## config.mk

```make
export PLATFORM = sky130hd
export DESIGN_NAME = formula_lexer
export DESIGN_NICKNAME = d
export VERILOG_FILES = /design/src/hdl/flex_pkg.sv /design/src/hdl/formula_lexer.sv
export SDC_FILE = /design/constraint.sdc
export NUM_CORES = 1
export LEC_CHECK = 0
export BUFFER_PORTS_ARGS = -buffer_cell sky130_fd_sc_hd__buf_2
export CAP_MARGIN = 40
export CORE_UTILIZATION = 45
export CTS_CLUSTER_SIZE = 30
export DETAILED_ROUTE_END_ITERATION = 16
export MAX_ROUTING_LAYER = met4
export PLACE_DENSITY = 0.65
export SLEW_MARGIN = 20
export SYNTH_ARGS = -nofsm -noshare
export SYNTH_HDL_FRONTEND = slang
export SYNTH_SLANG_ARGS = --single-unit
```

## constraint.sdc

```tcl
create_clock -name clk -period 7.2 [get_ports clk]
set_input_delay 0.36 -clock clk [delete_from_list [all_inputs] [get_ports clk]]
set_output_delay 0.36 -clock clk [all_outputs]
set_load 0.02 [all_outputs]
```

## src/hdl/flex_pkg.sv

```systemverilog
package flex_pkg;

	// token kinds
	localparam logic [3:0] K_OP    = 4'd0;
	localparam logic [3:0] K_KW    = 4'd1;
	localparam logic [3:0] K_STR   = 4'd2;
	localparam logic [3:0] K_ID    = 4'd3;
	localparam logic [3:0] K_INT   = 4'd4;
	localparam logic [3:0] K_LPAR  = 4'd5;
	localparam logic [3:0] K_RPAR  = 4'd6;
	localparam logic [3:0] K_LBRK  = 4'd7;
	localparam logic [3:0] K_RBRK  = 4'd8;
	localparam logic [3:0] K_CMT   = 4'd9;
	localparam logic [3:0] K_COMMA = 4'd10;
	localparam logic [3:0] K_SEMI  = 4'd11;
	localparam logic [3:0] K_EOL   = 4'd12;
	localparam logic [3:0] K_SPACE = 4'd13;
	localparam logic [3:0] K_PTR   = 4'd14;
	localparam logic [3:0] K_ERR   = 4'd15;

	// result queue
	localparam int RQ_DEPTH = 8;
	localparam int RQ_AW    = $clog2(RQ_DEPTH);

	typedef struct packed {
		logic        run_end;
		logic [15:0] length;
		logic [15:0] start;
		logic [3:0]  kind;
	} token_t;

endpackage

```

## src/hdl/formula_lexer.sv

```systemverilog
// formula_lexer: streaming tokenizer for formula text
// slave channel: one text byte per transfer in s_tdata, s_tlast on the final
//   byte of a text; after that byte the offsets start again at zero
// master channel: one token per transfer, m_tdata = kind, start, length,
//   m_tlast set on the last token caused by one input byte
// each input byte gives zero, one or two tokens; priority is first rule wins,
//   words are checked against the operator and keyword lists in parallel
// a token decided by a byte passes the input register, then the lexer step
//   writes it into the result queue, from which it is offered; a second token
//   from the same byte is written in the same step and offered after the first
// throughput: one byte per cycle while s_tready is high; the lexer state
//   update is a single step, the eight-entry result queue soaks up two-token bytes
// s_tready drops only when the queue could not hold the tokens of the byte
//   in flight plus the next one, so a stalled receiver backs up the input
//   and nothing is lost
// after an error token the rest of the text, up to the s_tlast byte, is
//   dropped without output
// reset (arst_n low) empties the queue and puts the lexer between tokens at
//   offset zero
module formula_lexer #(
	parameter int POSITION_BITS = 16
) (
	input  logic        clk,
	input  logic        arst_n,
	input  logic        s_tvalid,
	output logic        s_tready,
	input  logic [7:0]  s_tdata,   // text_char
	input  logic        s_tlast,   // end_of_text
	output logic        m_tvalid,
	input  logic        m_tready,
	output logic [39:0] m_tdata,   // token_kind[3:0], token_start[19:4], token_length[35:20]
	output logic        m_tlast    // run_end
);
	import flex_pkg::*;

	localparam int PB = POSITION_BITS;
	localparam logic [2:0] M_IDLE = 3'd0;
	localparam logic [2:0] M_WORD = 3'd1;
	localparam logic [2:0] M_INT  = 3'd2;
	localparam logic [2:0] M_STR  = 3'd3;
	localparam logic [2:0] M_CMT  = 3'd4;
	localparam logic [2:0] M_PAIR = 3'd5;

	logic          valid_s1;
	logic [7:0]    char_s1;
	logic          last_s1;

	logic [2:0]    mode_q;
	logic [PB-1:0] pstart_q;
	logic [PB-1:0] plen_q;
	logic [PB-1:0] cpos_q;
	logic [7:0]    held_q;
	logic          skip_q;
	logic [8:0][7:0] prefix_q;

	logic [2:0]    nmode;
	logic [PB-1:0] npstart;
	logic [PB-1:0] nplen;
	logic [PB-1:0] ncpos;
	logic [7:0]    nheld;
	logic          nskip;
	logic          pf_we;
	logic [3:0]    pf_idx;
	logic [7:0]    pf_dat;
	logic [8:0][7:0] pf_view;
	logic          handled;
	token_t        res [2];
	logic [1:0]    res_n;

	token_t           rq_q [RQ_DEPTH];
	logic [RQ_AW-1:0] wr_ptr_q;
	logic [RQ_AW-1:0] rd_ptr_q;
	logic [RQ_AW:0]   count_q;
	logic             pop;

	function automatic logic [15:0] clip16(input logic [PB-1:0] v);
		logic [31:0] w;
		w = 32'(v);
		return (w > 32'h0000_FFFF) ? 16'hFFFF : w[15:0];
	endfunction

	function automatic logic [PB-1:0] sat_inc(input logic [PB-1:0] v);
		return (v == '1) ? v : v + PB'(1);
	endfunction

	function automatic logic is_letter(input logic [7:0] c);
		return (c >= "a" && c <= "z") || (c >= "A" && c <= "Z");
	endfunction

	function automatic logic is_digit(input logic [7:0] c);
		return c >= "0" && c <= "9";
	endfunction

	// kind of a closing word; boundary means a character other than a digit, or end, follows
	function automatic logic [3:0] word_kind(input logic [PB-1:0] len,
			input logic [8:0][7:0] pf, input logic boundary, input logic at_end);
		logic w_not, w_and, w_or, w_where, w_fns, w_def, w_faifile, w_faiend;
		w_not = len == PB'(3) && pf[0] == "n" && pf[1] == "o" && pf[2] == "t";
		w_and = len == PB'(3) && pf[0] == "a" && pf[1] == "n" && pf[2] == "d";
		w_or  = len == PB'(2) && pf[0] == "o" && pf[1] == "r";
		w_where = len == PB'(5) && pf[0] == "w" && pf[1] == "h" && pf[2] == "e"
			&& pf[3] == "r" && pf[4] == "e";
		w_fns = len == PB'(9) && pf[0] == "f" && pf[1] == "u" && pf[2] == "n"
			&& pf[3] == "c" && pf[4] == "t" && pf[5] == "i" && pf[6] == "o"
			&& pf[7] == "n" && pf[8] == "s";
		w_def = len == PB'(3) && pf[0] == "d" && pf[1] == "e" && pf[2] == "f";
		w_faifile = len == PB'(7) && pf[0] == "f" && pf[1] == "a" && pf[2] == "i"
			&& pf[3] == "f" && pf[4] == "i" && pf[5] == "l" && pf[6] == "e";
		w_faiend = len == PB'(6) && pf[0] == "f" && pf[1] == "a" && pf[2] == "i"
			&& pf[3] == "e" && pf[4] == "n" && pf[5] == "d";
		if (len == PB'(1) && pf[0] == "d" && !at_end)
			return K_OP;
		else if (boundary && (w_not || w_and || w_or || w_where))
			return K_OP;
		else if (boundary && (w_fns || w_def || w_faifile || w_faiend))
			return K_KW;
		else
			return K_ID;
	endfunction

	assign s_tready = (count_q + (valid_s1 ? (RQ_AW+1)'(2) : '0)) <= (RQ_AW+1)'(RQ_DEPTH - 2);

	always_ff @(posedge clk or negedge arst_n) begin
		if (!arst_n)
			valid_s1 <= 1'b0;
		else
			valid_s1 <= s_tvalid && s_tready;
	end

	always_ff @(posedge clk) begin
		if (s_tvalid && s_tready) begin
			char_s1 <= s_tdata;
			last_s1 <= s_tlast;
		end
	end

	always_comb begin
		nmode   = mode_q;
		npstart = pstart_q;
		nplen   = plen_q;
		ncpos   = cpos_q;
		nheld   = held_q;
		nskip   = skip_q;
		pf_we   = 1'b0;
		pf_idx  = '0;
		pf_dat  = char_s1;
		handled = 1'b0;
		res[0]  = '0;
		res[1]  = '0;
		res_n   = '0;
		pf_view = prefix_q;

		if (valid_s1) begin
			if (skip_q) begin
				if (last_s1) begin
					nmode = M_IDLE; npstart = '0; nplen = '0; ncpos = '0;
					nheld = '0; nskip = 1'b0;
				end
			end else begin
				unique case (mode_q)
					M_WORD: begin
						if (is_letter(char_s1) || char_s1 == "_") begin
							if (plen_q == PB'(1) && prefix_q[0] == "d" && char_s1 == "_") begin
								res[res_n[0]] = '{1'b0, 16'd1, clip16(pstart_q), K_OP};
								res_n = res_n + 2'd1;
								npstart = cpos_q;
								nplen = PB'(1);
								pf_we = 1'b1;
							end else begin
								pf_we = plen_q < PB'(9);
								pf_idx = plen_q[3:0];
								nplen = sat_inc(plen_q);
							end
							handled = 1'b1;
						end else begin
							res[res_n[0]] = '{1'b0, clip16(plen_q), clip16(pstart_q),
								word_kind(plen_q, prefix_q, !is_digit(char_s1), 1'b0)};
							res_n = res_n + 2'd1;
							nmode = M_IDLE;
						end
					end
					M_INT: begin
						if (is_digit(char_s1)) begin
							nplen = sat_inc(plen_q);
							handled = 1'b1;
						end else begin
							res[res_n[0]] = '{1'b0, clip16(plen_q), clip16(pstart_q), K_INT};
							res_n = res_n + 2'd1;
							nmode = M_IDLE;
						end
					end
					M_STR, M_CMT: begin
						nplen = sat_inc(plen_q);
						handled = 1'b1;
						if (mode_q == M_STR && char_s1 == "'") begin
							res[res_n[0]] = '{1'b0, clip16(nplen), clip16(pstart_q), K_STR};
							res_n = res_n + 2'd1;
							nmode = M_IDLE;
						end else if (mode_q == M_CMT && char_s1 == "#") begin
							res[res_n[0]] = '{1'b0, clip16(nplen), clip16(pstart_q), K_CMT};
							res_n = res_n + 2'd1;
							nmode = M_IDLE;
						end
					end
					M_PAIR: begin
						nmode = M_IDLE;
						if (held_q == "-") begin
							if (char_s1 == ">") begin
								res[res_n[0]] = '{1'b0, 16'd2, clip16(pstart_q), K_PTR};
								handled = 1'b1;
							end else begin
								res[res_n[0]] = '{1'b0, 16'd1, clip16(pstart_q), K_OP};
							end
						end else if (held_q == "!") begin
							if (char_s1 == "=") begin
								res[res_n[0]] = '{1'b0, 16'd2, clip16(pstart_q), K_OP};
							end else begin
								res[res_n[0]] = '{1'b0, 16'd0, clip16(pstart_q), K_ERR};
								nskip = 1'b1;
							end
							handled = 1'b1;
						end else begin
							if (char_s1 == "=") begin
								res[res_n[0]] = '{1'b0, 16'd2, clip16(pstart_q), K_OP};
								handled = 1'b1;
							end else begin
								res[res_n[0]] = '{1'b0, 16'd1, clip16(pstart_q), K_OP};
							end
						end
						res_n = res_n + 2'd1;
					end
					default: nmode = M_IDLE;
				endcase

				// start of a new token
				if (!handled && !nskip) begin
					if (is_letter(char_s1) || char_s1 == "_") begin
						nmode = M_WORD; npstart = cpos_q; nplen = PB'(1);
						pf_we = 1'b1; pf_idx = '0;
					end else if (is_digit(char_s1)) begin
						nmode = M_INT; npstart = cpos_q; nplen = PB'(1);
					end else begin
						unique case (char_s1)
							"'": begin
								nmode = M_STR; npstart = cpos_q; nplen = PB'(1);
							end
							"#": begin
								nmode = M_CMT; npstart = cpos_q; nplen = PB'(1);
							end
							"<", ">", "!", "-": begin
								nmode = M_PAIR; npstart = cpos_q; nplen = PB'(1);
								nheld = char_s1;
							end
							"*", "+", "^", "%", "/", "=", ".": begin
								res[res_n[0]] = '{1'b0, 16'd1, clip16(cpos_q), K_OP};
								res_n = res_n + 2'd1;
							end
							"(": begin
								res[res_n[0]] = '{1'b0, 16'd1, clip16(cpos_q), K_LPAR};
								res_n = res_n + 2'd1;
							end
							")": begin
								res[res_n[0]] = '{1'b0, 16'd1, clip16(cpos_q), K_RPAR};
								res_n = res_n + 2'd1;
							end
							"[": begin
								res[res_n[0]] = '{1'b0, 16'd1, clip16(cpos_q), K_LBRK};
								res_n = res_n + 2'd1;
							end
							"]": begin
								res[res_n[0]] = '{1'b0, 16'd1, clip16(cpos_q), K_RBRK};
								res_n = res_n + 2'd1;
							end
							",": begin
								res[res_n[0]] = '{1'b0, 16'd1, clip16(cpos_q), K_COMMA};
								res_n = res_n + 2'd1;
							end
							";": begin
								res[res_n[0]] = '{1'b0, 16'd1, clip16(cpos_q), K_SEMI};
								res_n = res_n + 2'd1;
							end
							8'h0A: begin
								res[res_n[0]] = '{1'b0, 16'd1, clip16(cpos_q), K_EOL};
								res_n = res_n + 2'd1;
							end
							8'h20, 8'h09, 8'h0D, 8'h0C: begin
								res[res_n[0]] = '{1'b0, 16'd1, clip16(cpos_q), K_SPACE};
								res_n = res_n + 2'd1;
							end
							default: begin
								res[res_n[0]] = '{1'b0, 16'd0, clip16(cpos_q), K_ERR};
								res_n = res_n + 2'd1;
								nskip = 1'b1;
								nmode = M_IDLE;
							end
						endcase
					end
				end

				// prefix as seen after this byte's write
				for (int i = 0; i < 9; i++)
					if (pf_we && pf_idx == 4'(i))
						pf_view[i] = pf_dat;

				if (last_s1) begin
					if (!nskip) begin
						unique case (nmode)
							M_WORD: begin
								res[res_n[0]] = '{1'b0, clip16(nplen), clip16(npstart),
									word_kind(nplen, pf_view, 1'b1, 1'b1)};
								res_n = res_n + 2'd1;
							end
							M_INT: begin
								res[res_n[0]] = '{1'b0, clip16(nplen), clip16(npstart), K_INT};
								res_n = res_n + 2'd1;
							end
							M_STR, M_CMT: begin
								res[res_n[0]] = '{1'b0, 16'd0, clip16(npstart), K_ERR};
								res_n = res_n + 2'd1;
							end
							M_PAIR: begin
								if (nheld == "<" || nheld == ">")
									res[res_n[0]] = '{1'b0, 16'd1, clip16(npstart), K_OP};
								else
									res[res_n[0]] = '{1'b0, 16'd0, clip16(npstart), K_ERR};
								res_n = res_n + 2'd1;
							end
							default: ;
						endcase
					end
					nmode = M_IDLE; npstart = '0; nplen = '0; ncpos = '0;
					nheld = '0; nskip = 1'b0;
				end else begin
					ncpos = sat_inc(cpos_q);
				end
			end

			if (res_n == 2'd2)
				res[1].run_end = 1'b1;
			else if (res_n == 2'd1)
				res[0].run_end = 1'b1;
		end
	end

	always_ff @(posedge clk or negedge arst_n) begin
		if (!arst_n) begin
			mode_q   <= M_IDLE;
			pstart_q <= '0;
			plen_q   <= '0;
			cpos_q   <= '0;
			held_q   <= '0;
			skip_q   <= 1'b0;
		end else if (valid_s1) begin
			mode_q   <= nmode;
			pstart_q <= npstart;
			plen_q   <= nplen;
			cpos_q   <= ncpos;
			held_q   <= nheld;
			skip_q   <= nskip;
		end
	end

	always_ff @(posedge clk) begin
		for (int i = 0; i < 9; i++)
			if (valid_s1 && !skip_q && pf_we && pf_idx == 4'(i))
				prefix_q[i] <= pf_dat;
	end

	// result queue
	assign pop      = m_tvalid && m_tready;
	assign m_tvalid = count_q != '0;
	assign m_tdata  = {4'b0, rq_q[rd_ptr_q].length, rq_q[rd_ptr_q].start, rq_q[rd_ptr_q].kind};
	assign m_tlast  = rq_q[rd_ptr_q].run_end;

	always_ff @(posedge clk) begin
		if (res_n != 2'd0)
			rq_q[wr_ptr_q] <= res[0];
		if (res_n == 2'd2)
			rq_q[wr_ptr_q + RQ_AW'(1)] <= res[1];
	end

	always_ff @(posedge clk or negedge arst_n) begin
		if (!arst_n) begin
			wr_ptr_q <= '0;
			rd_ptr_q <= '0;
			count_q  <= '0;
		end else begin
			wr_ptr_q <= wr_ptr_q + RQ_AW'(res_n);
			if (pop)
				rd_ptr_q <= rd_ptr_q + RQ_AW'(1);
			count_q <= count_q + (RQ_AW+1)'(res_n) - (RQ_AW+1)'(pop);
		end
	end

`ifndef NO_ASSERTIONS
	a_queue_bound: assert property (@(posedge clk) disable iff (!arst_n)
		count_q <= (RQ_AW+1)'(RQ_DEPTH))
		else $error("result queue overflow");

	a_skip_silent: assert property (@(posedge clk) disable iff (!arst_n)
		(valid_s1 && skip_q) |-> res_n == 2'd0)
		else $error("token emitted while skipping");

	a_err_skips: assert property (@(posedge clk) disable iff (!arst_n)
		(valid_s1 && !skip_q && !last_s1 && res_n != 2'd0 &&
			res[res_n[1] ? 1 : 0].kind == K_ERR) |=> skip_q)
		else $error("error did not start skipping");

	a_end_restarts: assert property (@(posedge clk) disable iff (!arst_n)
		(valid_s1 && last_s1) |=> (cpos_q == '0 && mode_q == M_IDLE && !skip_q))
		else $error("state not cleared after end of text");

	a_out_hold: assert property (@(posedge clk) disable iff (!arst_n)
		$fell(m_tvalid) |-> $past(m_tready))
		else $error("result dropped without transfer");
`endif

endmodule
```

==> results.md <==
* Synth top area share at 46.42%
* Post-synthesis area per instance at 11.06 um^2
* Rel. slew slack at 41.46%
* Post-CTS setup buffers at 0
* Num CTS Buffers at 49
* Initial antenna violation count at 1
* IO buf count at 51
* Period utilization at 79.61%
* Top cells by area, synth: edfxtp_1 46%, dfrtp_1 7.3%, mux4_2 6.8%, nor2_1 5.0%, a21oi_1 3.7%
* Share of cells above drive strength 1 at 17.07%
* End of the worst hold path: rd_ptr_q[0]
* Reg-to-Reg Start: char_s1[4]
* DP HPWL at 53360 um
* Maximum resistive drop on vdd at 0.0002430 V
* Worst EP arrival at 5990 ps
* # rows at 84
* Tot GR Track Use at 28.60%
* Post-synth EDFFs at 377
* Cell Int Power at 5.712 mW
* RR Endpoint: rq_q[6][30]
* Seq pwr share at 37.0%
* Detailed Route Iter0 Violations at 1967
* Net Sw Frac at 35.64%
* CTS clk-pin slew, worst paths at 60 ps
* Part of the power in combinational logic at 33.9%
* Cell accounting for the most synthesized area: edfxtp_1
* Asr flop ratio synth at 15.85%
* Fin worst setup slack at 1468 ps
* Synth Instances at 2204
* R2R depth at 12
* Hold Crit Start: m_tready
* Switching pwr at 3.163 mW
* Mapped Area at 24390 um^2
* DIE AREA at 55130 um^2
* Routability cong. at 1.029
* Status: finished, final reports clean
* Core Util, Final at 51.49%
* Area Overhead vs Synth at 12.06%
* Yosys Warn Count at 0
* Width of the chip at 234.8 um
* WP data required at 7450 ps
* Worst setup SP type: register
* Leakage at 9.954 nW
* Vias/cell at 6.269
* Worst reg2reg setup slack at 1470 ps
* Post-synthesis sequential area ratio at 53.71%
* First-pass GRT wire length at 116100 um
* Most frequent cells in the layout: 377 x edfxtp_1, 323 x nor2_1, 192 x nand2_1
* CP Max Fanout at 19
* Fin. Hold Viols at 0
* Commonest non-fill, non-tap cell in the layout: edfxtp_1
* Final ANT Viol Nets at 0
* Clock Power Share at 29.0%
* Largest net degree at the start of global routing at 48
* Netlist cell types at 96
* Worst-Margin Slew at 878.1 ps
* Io pins at 56
* Overall routed net length at 76320 um
* # Max-Cap Violations at 0
* Hold slack at 120.4 ps
* DRC at 0
* Fmax at 174.5 MHz
* Clk buf depth at 3
* Height of the die at 234.8 um
* Total power at 8.876 mW
* Initial Utilization at 45.95%
* Iteration count of the initial detailed-routing pass at 5
* Setup TNS at 0 ps
* Flops & latches, synth at 448
* Hold WC Path Type: in2reg
* Core Region at 53080 um^2
* Clk_lat worst skew at 610 ps
* Setup slack at placement at 1472 ps
* DR WL/cell at 25.76 um
* Gr ovfl total at 0
* Hold depth at 3
* CTS root buf: clkbuf_16
* # H-tree levels at 2
* Final slew viol count at 0
* Via Count at 18580
* Crit path kind: reg2reg
* Min Tclk post-route at 5732 ps
* PwrDens at 324.8 nW/um^2
* CTS tree: yes
* CTS sink cnt at 448
* CP endpoint kind: register
* Clock Skews at 50.50 ps
* Ys flop type: edfxtp_1
* Unrepaired setup endpoints after global routing: false
* Layout Nets at 2265
* # setup viols final at 0
* Vias in the first global route at 18450
critical path, stage by stage, from the launching register on:
cell and delay [ps]:
edfxtp_1 740, buf_4 340, nand2_1 100, o21a_1 260, a21oi_4 570, nand3_1 530, o22ai_1 760, o31ai_4 180
nand3_1 120, o21ai_0 120, or3_1 530, o21ai_4 670, buf_4 450
area by class of cell:
type,instances,area [um^2]
fill,4589,25750
clock inverter,27,295.3
tap,688,860.8
clock buffer,64,1364
multi-input combinational,1564,10540
timing repair buffer,139,1040
inverter,31,116.4
antenna,2,5.005
sequential,448,13110
cell usage after synthesis, types with 8 or more instances:
cell type and number:
nor3_1 39, a31oi_1 11, xnor2_1 13, mux4_2 74
buf_1 15, buf_2 53, nand3b_1 12, inv_1 31
a21o_1 8, edfxtp_1 377, buf_4 14, o21ai_1 20
o22ai_1 28, nand4b_1 11, xor2_1 12, nor2b_1 25
ha_1 17, nor4_1 23, dfrtp_1 71, nand2_1 192
or3_1 10, nand2b_1 16, a22o_1 27, clkbuf_1 79
nor2_1 324, o21ai_0 107, and2_1 34, nor3b_1 10
o21a_1 10, mux2i_1 23, and3_1 33, and4_1 8
mux2_2 48, or2_2 8, o31ai_1 9, a21oi_1 180
nand4_1 30, nand3_1 57, a22oi_2 10, a22oi_1 15
how the worst max path moves through the flow:
| stage | start | to | cells after the start |
|---|---|---|---|
| 2_1_floorplan | char_s1[2] | rq_q[0][0] | 15 |
| 4_1_cts | char_s1[4] | rq_q[6][30] | 12 |
| 3_5_place_dp | char_s1[4] | rq_q[6][28] | 12 |
| 5_1_grt | char_s1[4] | rq_q[3][33] | 14 |
| 6_report | char_s1[4] | rq_q[6][30] | 12 |
| 3_3_place_gp | char_s1[2] | rq_q[6][28] | 11 |
registers in the layout, summed over array words and instances (netlist names), 3 cells and up:
| register | cells |
|---|---|
| char_s1 | 8 |
| held_q | 8 |
| prefix_q | 72 |
| cpos_q | 16 |
| plen_q | 16 |
| rd_ptr_q | 3 |
| count_q | 4 |
| wr_ptr_q | 3 |
| pstart_q | 16 |
| mode_q | 3 |
| rq_q | 296 |
stage by stage:
stage               area [um^2]  std cells
finish                    27330       2963
global route              27330       2962
CTS                       27270       2957
detailed placement        25510       2856
global placement          25360       2844
floorplan                 24400       2207
timing repair:
action | CTS | global route
resized for setup | 0 | 0
hold buffers | 10 | 0
endpoints found under the hold margin | 40 | 0
power by group through the flow:
stage	registers [mW]	clock network, mW	logic [mW]
floorplan	3.19	0	2.11
global placement	3.34	0	2.93
detailed placement	3.34	0	2.99
CTS	3.29	2.61	3.01
global route	3.32	2.72	3.22
finish	3.29	2.58	3.01
cells by family (layout without fill, tap and decap cells):
| logic type | Yosys count | count (layout) | synth area share (%) |
|---|---|---|---|
| buffers and inverters | 195 | 261 | 3.555 |
| XOR/XNOR | 25 | 25 | 0.8979 |
| AO/OA/AOI/OAI | 480 | 480 | 12.33 |
| AND/OR/NAND/NOR | 890 | 890 | 18.40 |
| adder cells (fa/ha/maj) | 19 | 19 | 1.036 |
| other | 1 | 6 | 0.01538 |
| multiplexers | 146 | 146 | 10.06 |
| flip-flops | 448 | 448 | 53.71 |
per-layer routing:
| metal | up-vias | routed length (um) | track usage (%) |
|---|---|---|---|
| li1 | 8341 | - | - |
| met1 | 9217 | 30810 | 36.36 |
| met2 | 846 | 37340 | 46.96 |
| met3 | 171 | 5010 | 3.360 |
| met4 | 0 | 3152 | 11.06 |
| met5 | - | 0 | - |
Note: power is estimated with default switching activity, not from simulation.
